**config.mk**
```make
export PLATFORM = sky130hd
export DESIGN_NAME = psfw_ctrl
export DESIGN_NICKNAME = d
export VERILOG_FILES = /design/src/rtl/assert_macros.svh /design/src/rtl/psfw_pkg.sv /design/src/rtl/psfw_ctrl.sv
export SDC_FILE = /design/constraint.sdc
export NUM_CORES = 1
export LEC_CHECK = 0
export BUFFER_PORTS_ARGS = -buffer_cell sky130_fd_sc_hd__clkbuf_2
export CAP_MARGIN = 30
export CORE_UTILIZATION = 46
export DETAILED_ROUTE_END_ITERATION = 12
export PLACE_DENSITY = 0.79
export RECOVER_POWER = 50
export SLEW_MARGIN = 5
export SYNTH_ARGS = -nofsm -noshare
export SYNTH_HDL_FRONTEND = slang
export SYNTH_SLANG_ARGS = --single-unit
```
**constraint.sdc**
```tcl
create_clock -name clk_i -period 1.6 [get_ports clk_i]
set_input_delay 0.24 -clock clk_i [delete_from_list [all_inputs] [get_ports clk_i]]
set_output_delay 0.24 -clock clk_i [all_outputs]
set_load 0.005 [all_outputs]
```
**src/rtl/assert_macros.svh**
```systemverilog
// Assertion helpers for the RTL files.
`ifndef ASSERT_MACROS_SVH
`define ASSERT_MACROS_SVH

// Check a property on every rising clock edge outside reset.
`define PSFW_ASSERT(lbl, prop) \
  lbl: assert property (@(posedge clk_i) disable iff (!rst_ni) prop) \
    else $error("psfw assertion failed");

// Check that a condition never holds outside reset.
`define PSFW_NEVER(lbl, cond) \
  `PSFW_ASSERT(lbl, !(cond))

`endif

```
**src/rtl/psfw_pkg.sv**
```systemverilog
package psfw_pkg;

  localparam int unsigned MaxVerticesDef = 256;
  localparam int unsigned MaxEdgesDef    = 1024;
  localparam int unsigned CountW         = 9;
  localparam int unsigned WeightW        = 16;
  localparam int unsigned TotalW         = 24;

  // Key: infinite flag above a signed weight.
  typedef struct packed {
    logic                inf;
    logic [WeightW-1:0]  w;
  } key_t;

  localparam key_t KeyInf  = '{inf: 1'b1, w: '0};
  localparam key_t KeyZero = '{inf: 1'b0, w: '0};

  typedef enum logic [4:0] {
    OP_NONE,
    OP_LOAD,
    OP_LINK,
    OP_INIT,
    OP_X0,
    OP_X1,
    OP_SD0,
    OP_SD1,
    OP_EH,
    OP_E0,
    OP_E1,
    OP_E2,
    OP_E3,
    OP_U0,
    OP_U1,
    OP_NX,
    OP_DONE
  } op_e;

  typedef struct packed {
    op_e op;
  } cmd_t;

  typedef struct packed {
    logic need_link;
    logic init_last;
    logic heap_empty;
    logic sd_stop;
    logic list_valid;
    logic dest_ok;
    logic pos_ok;
    logic key_less;
    logic at_root;
    logic up_less;
    logic has_link;
    logic out_busy;
  } sts_t;

  function automatic logic key_lt(key_t a, key_t b);
    return !a.inf && (b.inf || ($signed(a.w) < $signed(b.w)));
  endfunction

endpackage

```
**src/rtl/psfw_ctrl.sv**
```systemverilog
module psfw_ctrl (
  input  logic           clk_i,
  input  logic           rst_ni,
  input  logic           in_valid_i,
  input  logic           in_last_i,
  output logic           in_ready_o,
  input  psfw_pkg::sts_t sts_i,
  output psfw_pkg::cmd_t cmd_o
);
  import psfw_pkg::*;

  localparam logic [4:0] S_IDLE = 5'd0;
  localparam logic [4:0] S_LINK = 5'd1;
  localparam logic [4:0] S_INIT = 5'd2;
  localparam logic [4:0] S_X0   = 5'd3;
  localparam logic [4:0] S_X1   = 5'd4;
  localparam logic [4:0] S_SD0  = 5'd5;
  localparam logic [4:0] S_SD1  = 5'd6;
  localparam logic [4:0] S_EH   = 5'd7;
  localparam logic [4:0] S_E0   = 5'd8;
  localparam logic [4:0] S_E1   = 5'd9;
  localparam logic [4:0] S_E2   = 5'd10;
  localparam logic [4:0] S_E3   = 5'd11;
  localparam logic [4:0] S_U0   = 5'd12;
  localparam logic [4:0] S_U1   = 5'd13;
  localparam logic [4:0] S_NX   = 5'd14;
  localparam logic [4:0] S_DONE = 5'd15;

  logic [4:0] state_q, state_d;
  logic       last_q, last_d;

  always_comb begin
    state_d    = state_q;
    last_d     = last_q;
    cmd_o.op   = OP_NONE;
    in_ready_o = 1'b0;
    case (state_q)
      S_IDLE: begin
        in_ready_o = 1'b1;
        if (in_valid_i) begin
          cmd_o.op = OP_LOAD;
          last_d   = in_last_i;
          if (sts_i.need_link) state_d = S_LINK;
          else if (in_last_i) state_d = S_INIT;
        end
      end
      S_LINK: begin
        cmd_o.op = OP_LINK;
        state_d  = last_q ? S_INIT : S_IDLE;
      end
      S_INIT: begin
        cmd_o.op = OP_INIT;
        if (sts_i.init_last) state_d = S_X0;
      end
      S_X0: begin
        if (sts_i.heap_empty) begin
          state_d = S_DONE;
        end else begin
          cmd_o.op = OP_X0;
          state_d  = S_X1;
        end
      end
      S_X1: begin
        cmd_o.op = OP_X1;
        state_d  = S_SD0;
      end
      S_SD0: begin
        cmd_o.op = OP_SD0;
        state_d  = S_SD1;
      end
      S_SD1: begin
        cmd_o.op = OP_SD1;
        state_d  = sts_i.sd_stop ? S_EH : S_SD0;
      end
      S_EH: begin
        cmd_o.op = OP_EH;
        state_d  = sts_i.list_valid ? S_E0 : S_X0;
      end
      S_E0: begin
        cmd_o.op = OP_E0;
        state_d  = S_E1;
      end
      S_E1: begin
        cmd_o.op = OP_E1;
        state_d  = sts_i.dest_ok ? S_E2 : S_NX;
      end
      S_E2: begin
        cmd_o.op = OP_E2;
        state_d  = sts_i.pos_ok ? S_E3 : S_NX;
      end
      S_E3: begin
        cmd_o.op = OP_E3;
        state_d  = sts_i.key_less ? S_U0 : S_NX;
      end
      S_U0: begin
        cmd_o.op = OP_U0;
        state_d  = sts_i.at_root ? S_NX : S_U1;
      end
      S_U1: begin
        cmd_o.op = OP_U1;
        state_d  = sts_i.up_less ? S_U0 : S_NX;
      end
      S_NX: begin
        cmd_o.op = OP_NX;
        state_d  = sts_i.has_link ? S_E0 : S_X0;
      end
      S_DONE: begin
        if (!sts_i.out_busy) begin
          cmd_o.op = OP_DONE;
          state_d  = S_IDLE;
        end
      end
      default: state_d = S_IDLE;
    endcase
  end

  always_ff @(posedge clk_i or negedge rst_ni) begin
    if (!rst_ni) begin
      state_q <= S_IDLE;
      last_q  <= 1'b0;
    end else begin
      state_q <= state_d;
      last_q  <= last_d;
    end
  end

endmodule

```
Yosys cells after proc, flatten, opt, wreduce, memory -nomap -nowiden
Index checks and enable logic that the tools add are counted.
{"block": "op_classes", "n_eq_ne": 19, "n_mux": 21, "n_reduce_logical": 3}
{"operator": "case mux 5 bit (16 select lines)", "n": 2}
{"operator": "equality test 5 x 4 -> 1 bit (second input constant)", "n": 8}
{"operator": "2-to-1 mux 5 bit", "n": 6}
{"operator": "equality test 5 x 3 -> 1 bit (second input constant)", "n": 4}
{"operator": "2-to-1 mux 4 bit", "n": 3}
{"operator": "equality test 5 x 2 -> 1 bit (second input constant)", "n": 2}
{"operator": "2-to-1 mux 2 bit", "n": 5}
{"operator": "2-to-1 mux 3 bit", "n": 3}
{"operator": "inequality test 2 bit (second input constant)", "n": 3}
{"operator": "equality test 5 x 1 -> 1 bit (second input constant)", "n": 1}
{"operator": "zero test 5 bit", "n": 1}
{"operator": "AND reduction 4 bit", "n": 1}
{"operator": "inequality test 3 bit (second input constant)", "n": 1}
{"operator": "2-to-1 mux 1 bit", "n": 2}
{"operator": "AND reduction 2 bit", "n": 1}
{"block": "totals", "register_bits": 6, "output_inout_bits": 6, "elab_cells": 45}

Depth between registers and ports, before layout
Gate-level depths: netlist of run 1.
{"block": "logic_depth", "ltp_word": 4, "mapped_depth": 6, "ltp_nobuf": 4}

Worst setup path after synthesis of run 1
OpenSTA, ideal clock, no wires.
{"block": "synth_path", "path_kind": "register to register", "from": "register state_q[0]", "to": "register last_q", "setup_ns": 0.125, "arrival_ns": 1.178, "required_time_ns": 1.475, "path_slack_ns": 0.297, "stages_incl_launch_ff": 5, "n_path_buf": 1, "period_less_slack_ns": 1.303, "path_cell_list": "dfrtp_1 > buf_6 > nor4_4 > nand2_1 > mux2_4"}
{"block": "synth_between", "elab_chain_cells": 2}
{"element": "from (decl)", "line": "psfw_ctrl.sv:29", "text": "logic [4:0] state_q, state_d;"}
{"element": "from (signal assigned)", "line": "psfw_ctrl.sv:122", "text": "state_q <= state_d;"}
{"element": "zero test 5 bit", "line": "psfw_ctrl.sv:37", "text": "case (state_q)"}
{"element": "AND reduction 2 bit (no line)"}
{"element": "to (signal assigned)", "line": "psfw_ctrl.sv:123", "text": "last_q <= last_d;"}
{"element": "to (decl)", "line": "psfw_ctrl.sv:30", "text": "logic last_q, last_d;"}
Every way passes these cells.
A chain may end at the register's enable or synchronous reset.

Final worst setup path of run 1
{"block": "layout_path", "from": "register state_q[1]", "to": "register state_q[1]"}
{"block": "layout_between", "elab_chain_cells": 3}
{"element": "equality test 5 x 2 -> 1 bit, or another cell as far along", "line": "psfw_ctrl.sv:37"}
{"element": "inequality test 2 bit (no line) / inequality test 3 bit (equally long branches)"}
{"element": "AND reduction 4 bit (no line)"}
Parallel ways exist; a longest one is shown, timed or not.

==> flow_metrics.tcl, run 1 <==
set metrics [dict create \
    status "finished clean" \
    fin_area_um2 830.8 \
    r2r_end "state_q[1]" \
    ant_nets 0 \
    route.vias.total 695 \
    syn_nets 97 \
    drcViolationCount 0 \
    cts_tree "built" \
    min_path_type "in2reg" \
    cap_violations 0 \
    cp-end-kind "flop" \
    p_per_area_nw_per_um2 1990 \
    criticalPathCategory "reg2reg" \
    critPathSlowestCell "dfrtp_2" \
    core.rowCount 12 \
    synthesis.area_um2 631.9 \
    synth_top_cell_by_area "dfrtp_1" \
    yosysSeqAreaShare_pct 19.80 \
    setup_viol 0 \
    min_to "last_q" \
    multi_input_area_um2 442.9 \
    start_util_pct 53.27 \
    maxSlewViolCount 0 \
    firstDrtPassIters 4 \
    grt_util_all_layers_pct 24.94 \
    avgRoutedWirePerCell_um 13.52 \
    nFillCells 99 \
    critPathMaxFanout 4 \
    power.total_mw 1.654 \
    synth.most_common_cell "nand2_1" \
    avgViaCountPerCell 5.605 \
    worst_pin_slew_ps 504.0 \
    finalWeightedCongestion 0.8931 \
    clk_pin_slew_ps 50 \
    p_leak_nw 0.3712 \
    post-dp-hpwl_um 1217 \
    n_antenna_cell 0 \
    cts_max_path_buffers 2 \
    hold_viol_final 0 \
    die_w_um 39.06 \
    io_pins 22 \
    hp-start "in_last_i" \
    cp_cell_sequence "buf_4 -> and4bb_1 -> o21a_1 -> nor4_1 -> o211ai_1" \
    rrSetupSlack_ps 50 \
    ys_seq_elements 5 \
    cts_made_buffers 3 \
    core_area_um2 1186 \
    min_period_ps 1548 \
    synth.top_cell.area_share_pct 19.80 \
    clk_latency_ps 250 \
    synth_common_cells "nand2_1 (9), nor2_1 (8), o21ai_0 (6)" \
    r2r_cells 5 \
    synth_edf_count 0 \
    setup_ws_ps 52.04 \
    drive_gt1_share_pct 39.09 \
    ys_dominant_reg_cell "dfrtp_1" \
    syn_avg_cell_area_um2 7.801 \
    ys_top_cells_by_area "dfrtp_1 (20%), buf_6 (8.9%), nand2_1 (5.3%), o21ai_0 (4.8%), nor2_1 (4.8%)" \
    cts-htree-levels 1 \
    holdPathStages 2 \
    grt_pass1_wl_um 2504 \
    grt_max_degree 19 \
    drt_iter0_markers 17 \
    worstPathArrival_ps 1650 \
    cts_root_buffer "clkbuf_4" \
    timing.rr.start "state_q[1]" \
    fin_skew_ps 10.51 \
    vdd_ir_drop_max_v 0.0009712 \
    port_buffers 21 \
    finalWirelength_um 1677 \
    die_h_um 39.06 \
    die_area_um2 1526 \
    cp-start-kind "flop" \
    place_area_um2 738.2 \
    ff_latch_area_um2 127.6 \
    syn_inst 81 \
    area_growth_pct 31.49 \
    cpPeakStageDelay_ps 410 \
    fmax_mhz 646.0 \
    ys_types 37 \
    yosys_warnings 0 \
    fin_crit_sh_pct 96.75 \
    grt_pass1_vias 587 \
    synth_async_sr_flop_share_pct 100.0 \
    nNetsFinal 127 \
    max_slew_margin_pct 65.96 \
    pre_cts_ws_ps 90.49 \
    grt-ovfl-total 0 \
    clkSinkCount 5 \
    antenna_found_initial 0 \
    cp.required_ps 1710 \
]
## placed cells by master, fill, tap and decap left out, types with 2 or more instances in the layout
cell type  netlist  layout
clkbuf_2         0      20
nand2_1          9       9
buf_4            1       9
nor2_1           8       8
o21ai_0          6       6
a21oi_1          4       4
nand2b_1         3       3
or2b_1           3       3
clkbuf_4         0       3
dfrtp_1          5       3
nor2b_1          3       2
o211ai_1         2       2
o21a_1           2       2
nand3b_1         2       2
nor4_1           3       2
clkbuf_1         0       2
dfrtp_2          0       2
## worst max path at each step
stage	from	endpoint	slack [ps]	cells after the start
4_1_cts	state_q[1]	cmd_o[2]	10	5
3_3_place_gp	state_q[0]	state_q[0]	180	5
5_1_grt	state_q[1]	state_q[1]	-80	5
6_report	state_q[1]	state_q[1]	50	5
3_5_place_dp	state_q[3]	state_q[1]	90	3
2_1_floorplan	state_q[0]	last_q	300	4
## power breakdown
| part | leakage (nW) | internal (mW) | switching, mW |
|---|---|---|---|
| clock | 0.0150 | 0.0948 | 0.0610 |
| combinational | 0.299 | 0.606 | 0.615 |
| sequential | 0.0571 | 0.202 | 0.0742 |
| total | 0.371 | 0.903 | 0.751 |
## area by class of cell
| cell class | instances | area share [%] |
|---|---|---|
| Multi-Input combinational cell | 67 | 53.31 |
| Timing Repair Buffer | 33 | 25.60 |
| Sequential cell | 5 | 15.36 |
| Clock buffer | 4 | 3.163 |
| Tap cell | 14 | 2.108 |
| Inverter | 1 | 0.4518 |
## worst max-delay path, delay by kind of cell (launching register included)
family	cells	cell delay, ps
DFF	1	410
AOI/OAI and AO/OA	2	330
and+or+nand+nor	2	540
buffers and inverters	1	130
## cell families after synthesis
group / Yosys count / synth area share, %
buffers and inverters: 9 / 12.28
XOR/XNOR: 1 / 1.386
AO/OA/AOI/OAI: 23 / 24.75
flip-flops: 5 / 19.80
multiplexers: 1 / 2.376
AND/OR/NAND/NOR: 42 / 39.41
## what timing repair did
item | 4_1_cts | 5_1_grt
gates cloned | 0 | 0
pin swaps | 0 | 1
hold buffers | 1 | 0
buffers inserted | 1 | 4
endpoints found under the hold margin | 5 | 0
endpoints found under the setup margin | 2 | 2
resized for setup | 3 | 3
## metrics by stage
stage / std cells / hold WS (ps) / utilization [%] / TNS (ps)
finish: 124 / 245.4 / 70.04 / 0
global route: 124 / 244.7 / 70.04 / -79.54
CTS: 120 / 245.7 / 66.46 / 0
detailed placement: 114 / 66.91 / 62.24 / 0
global placement: 114 / 59.59 / 62.24 / 0
floorplan: 81 / -55.59 / - / 0
## metal layers
metal | part of all wire (%) | GRT usage (%) | up-vias
met2 | 51 | 42.50 | 33
met1 | 43 | 28.77 | 302
met3 | 5.4 | 6.936 | 2
met5 | 0 | 0 | -
li1 | - | - | 358
met4 | 0.48 | 10.34 | 0
## flip-flops by register name (all words and copies together), names as in the netlist
| name | flops |
|---|---|
| last_q | 1 |
| state_q | 4 |
Note: power is estimated with default switching activity, not from simulation.
==> run 2, diff against run 1 <==
REMOVE_ABC_BUFFERS = 1   (was unset)
==> run 2 against run 1 <==
First-iteration DRC count is 59% higher; flip-flop and latch count did not move; sequential share of layout area is 0.71 points lower; global-route usage is 0.69 points lower; fmax fell by 2.7%; critical path type is now reg2out.
==> flow_metrics.tcl, run 2 (synthesis gave the netlist of run 1 again) <==
set metrics [dict create \
    grt_max_degree 15 \
    nNetsFinal 137 \
    start_util_pct 53.27 \
    fmax_mhz 628.4 \
    hold_viol_final 0 \
    io_pins 22 \
    area_growth_pct 40.59 \
    firstDrtPassIters 4 \
    power.total_mw 1.821 \
    drt_iter0_markers 27 \
    cts_max_path_buffers 2 \
    min_period_ps 1591 \
    regMostFlops "state_q" \
    worstPathArrival_ps 1350 \
    n_antenna_cell 0 \
    finalWirelength_um 2012 \
    cts_root_buffer "clkbuf_4" \
    grt_util_all_layers_pct 24.25 \
    cap_violations 0 \
    setup_tns_ps 0 \
    whs_ps 243.7 \
    top_regs "state_q (4), last_q (1)" \
    ant_nets 0 \
    drive_gt1_share_pct 44.17 \
    grt_util_met2_pct 38.33 \
    busiest_layer "met2" \
    setup_viol 0 \
    cts-htree-levels 1 \
    rrSetupSlack_ps 90 \
    cts_made_buffers 3 \
    grt-ovfl-total 0 \
    status "finished clean" \
    core.rowCount 12 \
    layout_common_cells "clkbuf_2 (22), buf_4 (19), nand2_1 (9)" \
    die_area_um2 1526 \
    final_common_cell "clkbuf_2" \
    cp-end-kind "primary output" \
    avgRoutedWirePerCell_um 15.01 \
    core_area_um2 1186 \
    p_leak_nw 0.4092 \
    timing.rr.start "state_q[0]" \
    grt_pass1_wl_um 2490 \
    clk_latency_ps 250 \
    cp-start-kind "flop" \
    avgViaCountPerCell 5.866 \
    finalWeightedCongestion 0.8096 \
    clkSinkCount 5 \
    min_path_type "in2reg" \
    clk_pin_slew_ps 50 \
    fin_skew_ps 7.676 \
    fin_util_pct 74.89 \
    r2r_end "state_q[1]" \
    antenna_found_initial 0 \
    fin_area_um2 888.4 \
    post-dp-hpwl_um 1159 \
    fin_crit_sh_pct 99.46 \
    r2r_cells 5 \
    die_h_um 39.06 \
    use_met1_pct 30.28 \
    p_per_area_nw_per_um2 2049 \
    crit_start "state_q[0]" \
    met3_usage_pct 4.046 \
    cts_tree "built" \
    largest_reg_flops 4 \
    route.vias.total 786 \
    grt_pass1_vias 641 \
    place_area_um2 748.2 \
    port_buffers 21 \
    critPathMaxFanout 9 \
    drcViolationCount 0 \
    criticalPathCategory "reg2out" \
    max_slew_margin_pct 72.88 \
    vdd_ir_drop_max_v 0.001334 \
    maxSlewViolCount 0 \
    cp.required_ps 1360 \
    crit_path_end "in_ready_o" \
    worst_pin_slew_ps 401.5 \
    die_w_um 39.06 \
]
-- run 2: changes by cell type in the layout (fill, tap and decap cells not counted), moves of 2 or more --
cell      delta
buf_4       +10
clkbuf_2     +2
dfrtp_1      -2
dfrtp_2      +2
-- run 2: critical path, stage by stage, from the launching register on --
cell      delay, ps
dfrtp_2         460
buf_4           190
nor4_4          280
clkbuf_2        160
-- run 2: where the power goes --
group          switching, mW  internal, mW  total, mW
Sequential             0.109         0.207      0.316
Clock                 0.0614        0.0949      0.156
Combinational          0.646         0.702       1.35
-- run 2: per-layer routing --
| metal | vias to the layer above | wire length, um |
|---|---|---|
| met2 | 41 | 1018 |
| li1 | 374 | - |
| met1 | 369 | 826 |
| met3 | 2 | 146 |
| met5 | - | 0 |
| met4 | 0 | 21 |
-- run 2: repair_timing --
action / CTS / global route
setup endpoints to repair: 4 / 5
hold buffers: 1 / 0
hold endpoints to repair: 5 / 0
setup buffers: 0 / 12
resized for setup: 4 / 2
-- run 2: worst min-delay path by stage --
| stage | start | end | slack (ps) | depth (start not counted) |
|---|---|---|---|---|
| after floorplan | rst_ni | last_q | -60 | 0 |
| after global routing | in_last_i | last_q | 260 | 2 |
| after global placement | rst_ni | last_q | 60 | 1 |
| final | in_last_i | last_q | 240 | 2 |
| after CTS | in_last_i | last_q | 240 | 2 |
| after detailed placement | rst_ni | last_q | 60 | 1 |
-- run 2: cell type report --
class	instances	area (um2)
multi-input combinational	67	444.2
fill	91	297.8
timing repair buffer	43	266.5
sequential	5	130.1
clock buffer	4	26.28
tap	14	17.52
inverter	1	3.754
-- run 2: through the flow --
step	setup slack [ps]	std cells
final	8.625	134
after floorplan	62.57	73
after global placement	49.06	117
after CTS	8.135	122
after detailed placement	29.85	117
after global routing	-19.97	134
==> run 3, diff against run 2 <==
ABC_AREA = 1   (was unset)
CORE_AREA = 2 2 39 41   (was unset)
CORE_UTILIZATION = unset   (was 46)
DIE_AREA = 0 0 41 43   (was unset)
PLACE_DENSITY = 0.75   (was 0.79)
==> run 3 against run 2 <==
Count of clock-buffer cells in the layout unchanged; total power down 31%; worst setup slack better by 19 ps; global-route usage down 4.8 points; clock power down 6%; sequential power about the same; sequential share of layout area up 3.5 points; core utilization down 24 points; critical path type unchanged; critical endpoint is now cmd_o[2].
==> flow_metrics.tcl, run 3 <==
set metrics [dict create \
    setup_tns_ps 0 \
    ys_types 18 \
    grt-ovfl-total 0 \
    rsz0062_at_grt "true" \
    setup_viol 0 \
    pre_cts_ws_ps 259.1 \
    hp-start "sts_i[7]" \
    route.vias.total 727 \
    cpPeakStageDelay_ps 460 \
    grt_util_all_layers_pct 19.49 \
    synth.most_common_cell "nand2_1" \
    cts_tree "built" \
    min_path_type "in2reg" \
    worst_pin_slew_ps 287.8 \
    synth_edf_count 0 \
    synth_top_cell_by_area "nand2_1" \
    critPathMaxFanout 8 \
    post_cts_buffers 0 \
    cp_cell_sequence "nand2_2 -> xor2_1 -> nand2_1 -> inv_1 -> clkbuf_2" \
    cts_made_buffers 3 \
    cts-htree-levels 1 \
    clk_pin_slew_ps 40 \
    fmax_mhz 636.1 \
    core_area_um2 1384 \
    clkSinkCount 5 \
    criticalPathCategory "reg2out" \
    max_slew_margin_pct 80.82 \
    grt_pass1_vias 596 \
    io_pins 22 \
    ys_top_cells_by_area "nand2_1 (23%), dfrtp_1 (23%), nor2_1 (12%), nand3_1 (11%), inv_1 (6.1%)" \
    nNetsFinal 143 \
    n_antenna_cell 0 \
    critPathSlowestCell "dfrtp_2" \
    crit_buf_inv 2 \
    crit_start "state_q[1]" \
    cts_max_path_buffers 2 \
    finalWirelength_um 1487 \
    largest_reg_flops 4 \
    regMostFlops "state_q" \
    yosys_warnings 0 \
    yosysSeqAreaShare_pct 22.68 \
    port_buffers 21 \
    dpl.cell_count 137 \
    synth_async_sr_flop_share_pct 100.0 \
    fin_cells 142 \
    synth_compound_area_share_pct 8.163 \
    synth-xor-area-share_pct 1.587 \
    synthSimpleGateAreaFrac_pct 55.56 \
    ys_dominant_reg_cell "dfrtp_1" \
    syn_avg_cell_area_um2 5.410 \
    setup_ws_ps 27.84 \
    worstPathArrival_ps 1330 \
    drcViolationCount 0 \
    grt_pass1_wl_um 2339 \
    finalWeightedCongestion 0.8484 \
    synth_common_cells "nand2_1 (34), nor2_1 (17), nand3_1 (12)" \
    timing.rr.start "state_q[2]" \
    post-dp-hpwl_um 1244 \
    drive_gt1_share_pct 27.78 \
    nFillCells 147 \
    maxSlewViolCount 0 \
    start_util_pct 39.87 \
    fin_util_pct 50.90 \
    cts_root_buffer "clkbuf_4" \
    synth_top_family_by_area "simple AND/OR/NAND/NOR gates" \
    ys_seq_elements 5 \
    die_area_um2 1763 \
    ant_nets 0 \
    p_leak_nw 0.4146 \
    hold_viol_final 0 \
    cpLargestDelayFamily "flip-flops" \
    yosys.area_share.adder_pct 0 \
    synthMuxAreaShare_pct 0 \
    fin_crit_sh_pct 98.26 \
    area_growth_pct 27.66 \
    synth.top_cell.area_share_pct 23.13 \
    clk_latency_ps 240 \
    layout_common_cells "nand2_1 (34), clkbuf_2 (20), nor2_1 (17)" \
    core.rowCount 14 \
    firstDrtPassIters 4 \
    syn_inst 102 \
    status "finished clean" \
    p_per_area_nw_per_um2 1786 \
    cp-end-kind "primary output" \
    die_w_um 41 \
    min_period_ps 1572 \
    top_regs "state_q (4), last_q (1)" \
    grt_max_degree 9 \
    final_common_cell "nand2_1" \
    synthesis.area_um2 551.8 \
    vdd_ir_drop_max_v 0.0007339 \
    antenna_found_initial 0 \
    fin_skew_ps 0.8855 \
    avgRoutedWirePerCell_um 10.47 \
    drt_iter0_markers 25 \
    avgViaCountPerCell 5.120 \
    cp.required_ps 1360 \
    die_h_um 43 \
    cp-start-kind "flop" \
    cap_violations 0 \
    power.total_mw 1.258 \
]
[run 3: worst paths after layout]
path / endpoint / slack (ps) / cells after the start
worst max-delay path: cmd_o[2] / 30 / 5
worst min-delay path: state_q[3] / 240 / 3
worst max register to register: state_q[1] / 240 / 8
worst min register to register: last_q / 520 / 2
max in group asynchronous: state_q[0] / 970 / 2
min in group asynchronous: state_q[2] / 390 / 2
[run 3: per-stage QoR]
stage                     hold slack [ps]  area (um2)
after floorplan                    -55.59       541.8
after global placement              64.28       666.9
after detailed placement            66.25       666.9
after CTS                           248.4       704.4
after global routing                262.4       704.4
final                               244.3       704.4
[run 3: cell type report]
class | count | area, um2 | area share, %
timing repair buffer | 22 | 113.9 | 16.16
inverter | 15 | 56.30 | 7.993
tap | 16 | 20.02 | 2.842
multi-input combinational | 80 | 360.3 | 51.15
clock buffer | 4 | 26.28 | 3.730
sequential | 5 | 127.6 | 18.12
[run 3: routing by layer]
metal  GRT usage, %  share of wire, %  up-vias
met2          31.25                51       29
met4          9.333               1.5        0
li1               -                 -      366
met5              0                 0        -
met3          5.236               6.9        4
met1          22.62                41      328
[run 3: report_power, final]
| part | internal [mW] | switching (mW) |
|---|---|---|
| sequential | 0.199 | 0.118 |
| clock | 0.0943 | 0.0521 |
| combinational | 0.294 | 0.500 |
[run 3: tightest hold or removal path, cell delays in order]
cell	delay, ps
clkbuf_2	90
nand2_1	50
nand3_1	80
[run 3: timing repair]
action,in CTS,in global routing
endpoints found under the hold margin,5,0
hold buffers,1,0
setup endpoints to repair,1,3
resized for setup,1,1
[run 3: logic make-up after synthesis]
logic type	Yosys count
simple gates	71
xor+xnor	1
buf+inv	17
compound gates	8
flops	5
